[src/rtl/utf8u16_pkg.sv]
// Types, constants and helpers for the UTF-8 to UTF-16 transcoder.
// No dependencies; used by the decode step, the top level, the checker and the testbench.
`default_nettype none

package utf8u16_pkg;

   typedef struct packed {
      logic [7:0] data_byte;
      logic       end_of_text;
   } req_type;

   typedef struct packed {
      logic [15:0] code_unit;
      logic        last_of_run;
   } rsp_type;

   // Pending multi-byte sequence; exp_len of zero means none pending.
   typedef struct packed {
      logic [2:0]  exp_len;
      logic [2:0]  seen;
      logic [20:0] acc;
   } dec_state_type;

   localparam logic [15:0] REPLACEMENT_CHAR = 16'hFFFD;
   localparam logic [20:0] MAX_CODE_POINT   = 21'h10FFFF;
   localparam logic [20:0] SURR_LOW_START   = 21'h00D800;
   localparam logic [20:0] SURR_HIGH_END    = 21'h00DFFF;
   localparam logic [20:0] BMP_MAX          = 21'h00FFFF;
   localparam logic [20:0] SUPP_BASE        = 21'h010000;
   localparam logic [15:0] SURR_LEAD_BASE   = 16'hD800;
   localparam logic [15:0] SURR_TRAIL_BASE  = 16'hDC00;

   localparam logic [2:0] LEN_NONE = 3'd0;
   localparam logic [2:0] LEN_TWO  = 3'd2;
   localparam logic [2:0] LEN_THREE = 3'd3;
   localparam logic [2:0] LEN_FOUR = 3'd4;

   localparam int unsigned MAX_UNITS = 4;

   // Smallest code point that a sequence of the given length may carry.
   function automatic logic [20:0] min_value(input logic [2:0] len);
      logic [20:0] v;
      unique case (len)
         LEN_TWO:   v = 21'h000080;
         LEN_THREE: v = 21'h000800;
         LEN_FOUR:  v = 21'h010000;
         default:   v = 21'h000000;
      endcase
      return v;
   endfunction

endpackage

`default_nettype wire

[src/rtl/utf8u16_decode.sv]
// One-byte decode step: pending state plus one byte gives up to four units.
// Depends on utf8u16_pkg.
`default_nettype none

module utf8u16_decode (
   input  utf8u16_pkg::dec_state_type st,
   input  utf8u16_pkg::req_type       req,
   output utf8u16_pkg::dec_state_type st_next,
   output logic [2:0]                 unit_cnt,
   output logic [3:0][15:0]           units
);

   logic [7:0]  b;
   logic        is_cont;
   logic [20:0] acc_new;
   logic [2:0]  seen_new;
   logic [20:0] supp;
   logic        bad_value;
   logic        fresh;
   logic [2:0]  lead_len;
   logic [20:0] lead_payload;

   assign b        = req.data_byte;
   assign is_cont  = (b[7:6] == 2'b10);
   assign acc_new  = {st.acc[14:0], b[5:0]};
   assign seen_new = st.seen + 3'd1;
   assign supp     = acc_new - utf8u16_pkg::SUPP_BASE;

   assign bad_value = (acc_new < utf8u16_pkg::min_value(st.exp_len)) ||
                      (acc_new > utf8u16_pkg::MAX_CODE_POINT) ||
                      ((acc_new >= utf8u16_pkg::SURR_LOW_START) &&
                       (acc_new <= utf8u16_pkg::SURR_HIGH_END));

   always_comb begin
      priority casez (b)
         8'b110?????: begin
            lead_len     = utf8u16_pkg::LEN_TWO;
            lead_payload = {16'h0000, b[4:0]};
         end
         8'b1110????: begin
            lead_len     = utf8u16_pkg::LEN_THREE;
            lead_payload = {17'h00000, b[3:0]};
         end
         8'b11110???: begin
            lead_len     = utf8u16_pkg::LEN_FOUR;
            lead_payload = {18'h00000, b[2:0]};
         end
         default: begin
            lead_len     = utf8u16_pkg::LEN_NONE;
            lead_payload = '0;
         end
      endcase
   end

   always_comb begin
      st_next  = st;
      unit_cnt = 3'd0;
      fresh    = 1'b1;
      for (int i = 0; i < utf8u16_pkg::MAX_UNITS; i++) begin
         units[i] = utf8u16_pkg::REPLACEMENT_CHAR;
      end

      if (st.exp_len != utf8u16_pkg::LEN_NONE) begin
         if (is_cont) begin
            fresh       = 1'b0;
            st_next.acc  = acc_new;
            st_next.seen = seen_new;
            if (seen_new >= st.exp_len) begin
               st_next = '0;
               if (bad_value) begin
                  unit_cnt = 3'd1;
               end else if (acc_new <= utf8u16_pkg::BMP_MAX) begin
                  units[0] = acc_new[15:0];
                  unit_cnt = 3'd1;
               end else begin
                  units[0] = utf8u16_pkg::SURR_LEAD_BASE + {6'b0, supp[19:10]};
                  units[1] = utf8u16_pkg::SURR_TRAIL_BASE + {6'b0, supp[9:0]};
                  unit_cnt = 3'd2;
               end
            end else if (req.end_of_text) begin
               // truncated by end of text: one replacement per byte received
               st_next  = '0;
               unit_cnt = (seen_new > 3'd4) ? 3'd4 : seen_new;
            end
         end else begin
            // broken sequence: flush pending bytes, then decode this byte anew
            st_next  = '0;
            unit_cnt = (st.seen > 3'd3) ? 3'd3 : st.seen;
         end
      end

      if (fresh) begin
         if (!b[7]) begin
            units[unit_cnt[1:0]] = {8'h00, b};
            unit_cnt = unit_cnt + 3'd1;
         end else if ((lead_len == utf8u16_pkg::LEN_NONE) || req.end_of_text) begin
            units[unit_cnt[1:0]] = utf8u16_pkg::REPLACEMENT_CHAR;
            unit_cnt = unit_cnt + 3'd1;
         end else begin
            st_next.exp_len = lead_len;
            st_next.seen    = 3'd1;
            st_next.acc     = lead_payload;
         end
      end
   end

endmodule

`default_nettype wire

[src/rtl/utf8_to_utf16_decoder_core.sv]
// UTF-8 to UTF-16 transcoder, top level.
// Depends on utf8u16_pkg and utf8u16_decode.
//
// Usage:
//   req_ channel: one UTF-8 byte per request, end_of_text on the final byte
//   flushes any partial sequence. rsp_ channel: UTF-16 code units, with
//   last_of_run set on the final unit that a byte produced (bytes that only
//   open or extend a sequence produce none).
//   Path: a request is held in the input register, decoded from there, and
//   its units are written into the result buffer that drives rsp_.
//   Throughput: one byte per cycle while each byte yields at most one unit and rsp_ is not stalled.
//   A byte yielding k units holds the four-entry result buffer until all k have gone,
//   since the rsp_ port moves one unit per cycle while not stalled; the one-deep input register
//   then raises req_stall until the buffer drains.
//   A stalled rsp_ keeps its unit steady; the input register still takes one
//   more request before req_stall rises.
//   Reset (synchronous, active high) drops any pending sequence and empties
//   the input register and the result buffer.
`default_nettype none

module utf8_to_utf16_decoder_core (
   input  logic                 clock,
   input  logic                 reset,
   input  logic                 req_valid,
   output logic                 req_stall,
   input  utf8u16_pkg::req_type req_payload,
   output logic                 rsp_valid,
   input  logic                 rsp_stall,
   output utf8u16_pkg::rsp_type rsp_payload
);

   logic                       in_valid_ff, in_valid_in;
   utf8u16_pkg::req_type       in_data_ff, in_data_in;
   utf8u16_pkg::dec_state_type state_ff, state_in;
   logic [2:0]                 out_cnt_ff, out_cnt_in;
   logic [3:0][15:0]           out_units_ff, out_units_in;

   utf8u16_pkg::dec_state_type dec_next;
   logic [2:0]                 dec_cnt;
   logic [3:0][15:0]           dec_units;

   logic rsp_take, req_take, out_free, advance;

   utf8u16_decode u_decode (
      .st       (state_ff),
      .req      (in_data_ff),
      .st_next  (dec_next),
      .unit_cnt (dec_cnt),
      .units    (dec_units)
   );

   assign rsp_valid = (out_cnt_ff != 3'd0);
   assign rsp_take  = rsp_valid & ~rsp_stall;
   // buffer can take a new run once its last unit leaves this cycle
   assign out_free  = (out_cnt_ff == 3'd0) || ((out_cnt_ff == 3'd1) && rsp_take);
   assign advance   = in_valid_ff & out_free;
   assign req_stall = in_valid_ff & ~out_free;
   assign req_take  = req_valid & ~req_stall;

   assign rsp_payload.code_unit   = out_units_ff[0];
   assign rsp_payload.last_of_run = (out_cnt_ff == 3'd1);

   always_comb begin
      in_valid_in  = req_take | (in_valid_ff & ~advance);
      in_data_in   = req_take ? req_payload : in_data_ff;
      state_in     = advance ? dec_next : state_ff;
      out_cnt_in   = out_cnt_ff;
      out_units_in = out_units_ff;
      if (advance) begin
         out_cnt_in   = dec_cnt;
         out_units_in = dec_units;
      end else if (rsp_take) begin
         out_cnt_in   = out_cnt_ff - 3'd1;
         out_units_in = {16'h0000, out_units_ff[3:1]};
      end
   end

   always_ff @(posedge clock) begin
      if (reset) begin
         in_valid_ff <= 1'b0;
         state_ff    <= '0;
         out_cnt_ff  <= 3'd0;
      end else begin
         in_valid_ff <= in_valid_in;
         state_ff    <= state_in;
         out_cnt_ff  <= out_cnt_in;
      end
   end

   always_ff @(posedge clock) begin
      in_data_ff   <= in_data_in;
      out_units_ff <= out_units_in;
   end

endmodule

`default_nettype wire

[config.mk]
export PLATFORM = sky130hd
export DESIGN_NAME = utf8_to_utf16_decoder_core
export DESIGN_NICKNAME = d
export VERILOG_FILES = /design/src/rtl/utf8u16_pkg.sv /design/src/rtl/utf8u16_decode.sv /design/src/rtl/utf8_to_utf16_decoder_core.sv
export SDC_FILE = /design/constraint.sdc
export NUM_CORES = 1
export LEC_CHECK = 0
export BUFFER_PORTS_ARGS = -buffer_cell sky130_fd_sc_hd__buf_2
export CAP_MARGIN = 30
export CORE_AREA = 8 8 93 95
export DETAILED_ROUTE_END_ITERATION = 8
export DIE_AREA = 0 0 101 103
export PLACE_DENSITY = 0.84
export REMOVE_ABC_BUFFERS = 1
export SLEW_MARGIN = 25
export SYNTH_ARGS = -nofsm -noshare
export SYNTH_HDL_FRONTEND = slang
export SYNTH_SLANG_ARGS = --single-unit
[constraint.sdc]
create_clock -name clock -period 3.95 [get_ports clock]
set_clock_uncertainty 0.05 [all_clocks]
set_input_delay 1.185 -clock clock [delete_from_list [all_inputs] [get_ports clock]]
set_output_delay 1.185 -clock clock [all_outputs]
set_load 0.01 [all_outputs]
Yosys cells after proc, flatten, opt, wreduce, memory -nomap -nowiden
Index checks and enable logic that the tools add are counted.
Widths: inputs -> output; s select.
{"block": "totals", "regBits": 104, "out_inout_bits": 19, "word_cells": 99}
{"block": "classes", "n_addsub": 6, "eq_ne": 8, "bitwise": 13, "n_reduce_logical": 12, "n_mux": 39, "magnitude_cmp": 10}
{"cell": "$mux 64", "n": 5}
{"cell": "$mux 27", "n": 7}
{"cell": "$mux 32", "n": 4}
{"cell": "$bwmux 64", "n": 1}
{"cell": "$or 60x60->60", "n": 1}
{"cell": "$pmux 17 s3", "n": 1}
{"cell": "$mux 16", "n": 3}
{"cell": "$le 21x16->1 const B", "n": 2}
{"cell": "$mux 3", "n": 12}
{"cell": "$add 15x11->16 const A", "n": 2}
{"cell": "$demux 16 s2", "n": 1}
{"cell": "$ge 21x16->1 const B", "n": 1}
{"cell": "$gt 21x21->1 const B", "n": 1}
{"cell": "$lt 21x17->1", "n": 1}
{"cell": "$sub 20x17->20 const B", "n": 1}
{"cell": "$pmux 5 s3", "n": 1}
{"cell": "$pmux 3 s3", "n": 1}
{"cell": "$add 3x1->3 const B", "n": 2}
{"cell": "$eq 3x2->1 const B", "n": 2}
{"cell": "$eq 3x3->1 const B", "n": 2}
{"cell": "$logic_not 3->1", "n": 2}
{"cell": "$reduce_bool 3->1", "n": 2}
{"cell": "$and 1x1->1", "n": 5}
{"cell": "$eq 5x5->1 const B", "n": 1}
{"cell": "other kinds (18)", "n": 27}

Depth between registers and ports, before layout
{"block": "depth", "ltp_word": 19, "depth_mapped": 15, "ltp_nobuf": 15}

Cells and area by module
Synthesis repeated with hierarchy kept, for this count alone.
{"block": "hier_totals", "cells_unflattened": 686, "hier_area_um2": 6209.7}
{"mod": "utf8_to_utf16_decoder_core", "n_inst": 1, "cells_each": 414, "area_each_um2": 4420.5}
{"mod": "utf8u16_decode", "n_inst": 1, "cells_each": 272, "area_each_um2": 1789.2}

Worst setup path after synthesis
OpenSTA, ideal clock, no wires.
{"block": "synth_path", "path_kind": "reg2reg", "from": "reg state_ff[21] in the netlist's numbering", "to": "reg out_units_ff (netlist bit rsp_payload[11]), data pin", "required_ns": 3.737, "slack_ns": 0.604, "arrival_time_ns": 3.133, "path_stages_with_launch": 15, "cell_sequence": "dfxtp_1 -> ha_1 -> ha_1 -> inv_1 -> ha_1 -> nand2_1 -> o21a_1 -> a211oi_1 -> o21ai_0 -> o21bai_1 -> o311ai_0 -> ha_1 -> a21oi_1 -> nand2_1 -> o221ai_1"}
{"item": "start, declared", "line": "utf8_to_utf16_decoder_core.sv:34", "rtl": "utf8u16_pkg::dec_state_type state_ff, state_in;"}
{"item": "start signal, assigned", "line": "utf8_to_utf16_decoder_core.sv:85", "rtl": "state_ff <= state_in;"}
{"item": "end signal, assigned", "line": "utf8_to_utf16_decoder_core.sv:92", "rtl": "out_units_ff <= out_units_in;"}
{"item": "end, declared", "line": "utf8_to_utf16_decoder_core.sv:36", "rtl": "logic [3:0][15:0] out_units_ff, out_units_in;"}

==> impl_results.md <==
* Synth top area cells: edfxtp_1, dfxtp_1, nand2_1
* GPL Wtd Cong at 0.961
* Die X at 101 um
* DP Wirelength at 7240 um
* Largest net degree at the start of global routing at 45
* CTS buffer count at 9
* Initial antenna violation count at 0
* Synth area leader: edfxtp_1
* Area growth, synth to finish at 8.79%
* Final Cycle Share at 92.6%
* Clk root buf: clkbuf_8
* Max Cap Violations at 0
* Placed insts at 539
* Reg-to-Reg End: rsp_payload[4]$_DFFE_PP_
* Post-synth ARST share at 0%
* Mapped Area at 4230 sq um
* Critical Path Fanout Max at 8
* Count leader, synth: nand2_1
* Worst r2r path cells at 15
* Leakage power at 1.78 nW
* Ys Warns at 0
* Hold Slack at 0.462 ns
* RSZ-0062 raised after global routing: false
* Fraction of layout cells with a size suffix above 1 at 15.1%
* Yosys top cell area share at 37.7%
* Post-synth EDFFs at 53
* Status: complete, no violations
* Post-cts resize count at 0
* Worst r2r src: state_ff[21]$_SDFFE_PP0P_
* Worst Setup End Kind: flop
* Most instantiated cells after synthesis: nand2_1, edfxtp_1, nor2_1, dfxtp_1, o21ai_0
* Slew Limit Headroom at 47.1%
* Setup_tns at 0 ns
* Final ANT Viol Nets at 0
* Average wire per standard cell at 18.9 um
* Die Y at 103 um
* CTS Hold Bufs at 0
* Overall global routing resource usage at 21.0%
* Via count at 3518
* # fillers at 603
* Row count at 31
* Worst-margin pin slew at 0.789 ns
* Final setup fails at 0
* CP arrival at 3.80 ns
* Syn Inst Count at 431
* CTS clk-pin slew, worst paths at 0.08 ns
* Hold Crit Depth at 2
* Hold EP: out_units_ff[32]$_DFFE_PP_
* Vias in the first global route at 3350
* Power per Cell Area at 634 nW/um^2
* Reg2Reg Setup Slack at 0.29 ns
* Final instance area at 4600 sq um
* Final hold violation count at 0
* Seq cells post-synth at 78
* Clock Latency Late Sink at 0.36 ns
* Initial DRC Count at 400
* Hold path start: out_units_ff[48]$_SDFFCE_PN0P_
* Placed Area at 4400 sq um
* Io pins at 32
* Die area at 10400 sq um
* Via/cell ratio at 6.34
* Clock Sinks at 78
* DRT Wirelength at 10500 um
* Mean Syn Cell Area at 9.80 sq um
* Starting Density at 59.2%
* WP data required at 4.09 ns
* CTS max path bufs at 2
* DR DRC count at 0
* Hold Crit Class: flop to flop
* DRT Pass-1 Iters at 5
* Overall power at 2.91 mW
* Final min period at 3.66 ns
* Fin. max-slew vios at 0
* VDD IR max at 0.613 mV
* Post-Layout Cell Count at 555
* Critical Path Source Type: flop
* Max Clk Rate at 273 MHz
* Setup repair bufs after CTS at 0
* WS Path Type: flop to flop
* Yosys cell types at 60
* Antenna Cells at 0
* H-tree depth at 3
* Core area at 7140 sq um
* PortBufs at 31
* GRT overflow at 0
* Top FF cell, synth: edfxtp_1
* CTS tree: built
* Register area share after synthesis at 49.5%
* Final nets at 481
* Global-route wire length before repair at 17000 um
per-layer routing:
layer	vias to the layer above	track usage [%]	share of wire, %
met3	29	5.60	9.0
li1	1621	-	-
met5	-	0	0
met1	1645	26.6	43
met4	0	9.51	2.8
met2	223	32.9	45
how the worst max path moves through the flow:
| stage | depth (start not counted) | slack [ns] | startpoint | to |
|---|---|---|---|---|
| after floorplan | 4 | -0.19 | rsp_stall | rsp_payload[10]$_DFFE_PP_ |
| after global placement | 15 | 0.36 | state_ff[21]$_SDFFE_PP0P_ | rsp_payload[1]$_DFFE_PP_ |
| after detailed placement | 15 | 0.24 | state_ff[21]$_SDFFE_PP0P_ | rsp_payload[3]$_DFFE_PP_ |
| after CTS | 15 | 0.18 | state_ff[21]$_SDFFE_PP0P_ | rsp_payload[4]$_DFFE_PP_ |
| after global routing | 15 | 0.004 | state_ff[21]$_SDFFE_PP0P_ | rsp_payload[6]$_DFFE_PP_ |
| final | 15 | 0.29 | state_ff[21]$_SDFFE_PP0P_ | rsp_payload[4]$_DFFE_PP_ |
through the flow:
stage,utilization (%),setup slack [ns]
2_1_floorplan,-,-0.194
3_3_place_gp,61.6,0.358
3_5_place_dp,61.7,0.239
4_1_cts,64.3,0.183
5_1_grt,64.4,0.00369
6_report,64.4,0.291
final cells by class:
| class | instances | area (sq um) | share of cell area [%] |
|---|---|---|---|
| inverters | 20 | 75.1 | 1.63 |
| repair buffers | 43 | 245 | 5.33 |
| well taps | 99 | 124 | 2.69 |
| clock inverters | 6 | 62.6 | 1.36 |
| multi-input cells | 299 | 1870 | 40.7 |
| clock buffers | 10 | 128 | 2.78 |
| flip-flops and latches | 78 | 2090 | 45.5 |
logic make-up (layout without fill, tap and decap cells):
logic type / Yosys count / after routing / synth area share [%]
adders and majority gates: 17 / 17 / 5.03
DFF: 78 / 78 / 49.5
xor gates and xnor gates: 3 / 3 / 0.622
and+or+nand+nor: 155 / 155 / 17.2
AOI/OAI and AO/OA: 120 / 120 / 20.3
muxes: 4 / 4 / 0.977
buffers and inverters: 54 / 79 / 6.43
power breakdown:
group | switching, mW | internal, mW | leakage (nW)
Clock | 0.291 | 0.290 | 0.0899
Combinational | 0.595 | 0.336 | 0.980
Sequential | 0.107 | 1.29 | 0.712
Total | 0.993 | 1.92 | 1.78
state kept, by name, summed over array words and instances (netlist names):
register and cells:
out_units_ff 28, state_ff 21, rsp_payload 16, in_data_ff 9
out_cnt_ff 3, in_valid_ff 1
worst max-delay path: stages, from the launching register on:
cell and delay [ns]:
dfxtp_1 0.36, ha_1 0.23, ha_1 0.31, inv_1 0.06
ha_1 0.29, nand2_1 0.07, o21a_1 0.23, a211oi_2 0.23
o21ai_1 0.16, o21bai_1 0.18, o311ai_0 0.21, ha_1 0.30
a21o_1 0.28, nor2_1 0.28, o21ai_0 0.12, o2111ai_1 0.14
placed cells by master, fill, tap and decap left out, drive strengths merged, types with 3 or more instances in the layout:
master   count
clkbuf      10
mux2i        3
o2111ai      5
or3          4
ha          17
nor2b        6
nor3         6
a22oi       15
nor2        42
and3         4
a211oi       5
a21oi       21
dfxtp       25
o21ai       25
a311oi       4
edfxtp      53
o211ai       3
or4          6
o31ai        4
clkinv       3
nand4        6
a31oi        8
nand3        8
a21o         4
and2         5
inv         20
buf         43
a221o        3
o31a         6
nand2b       5
xnor2        3
nand2       58
Note: power is estimated with default switching activity, not from simulation.
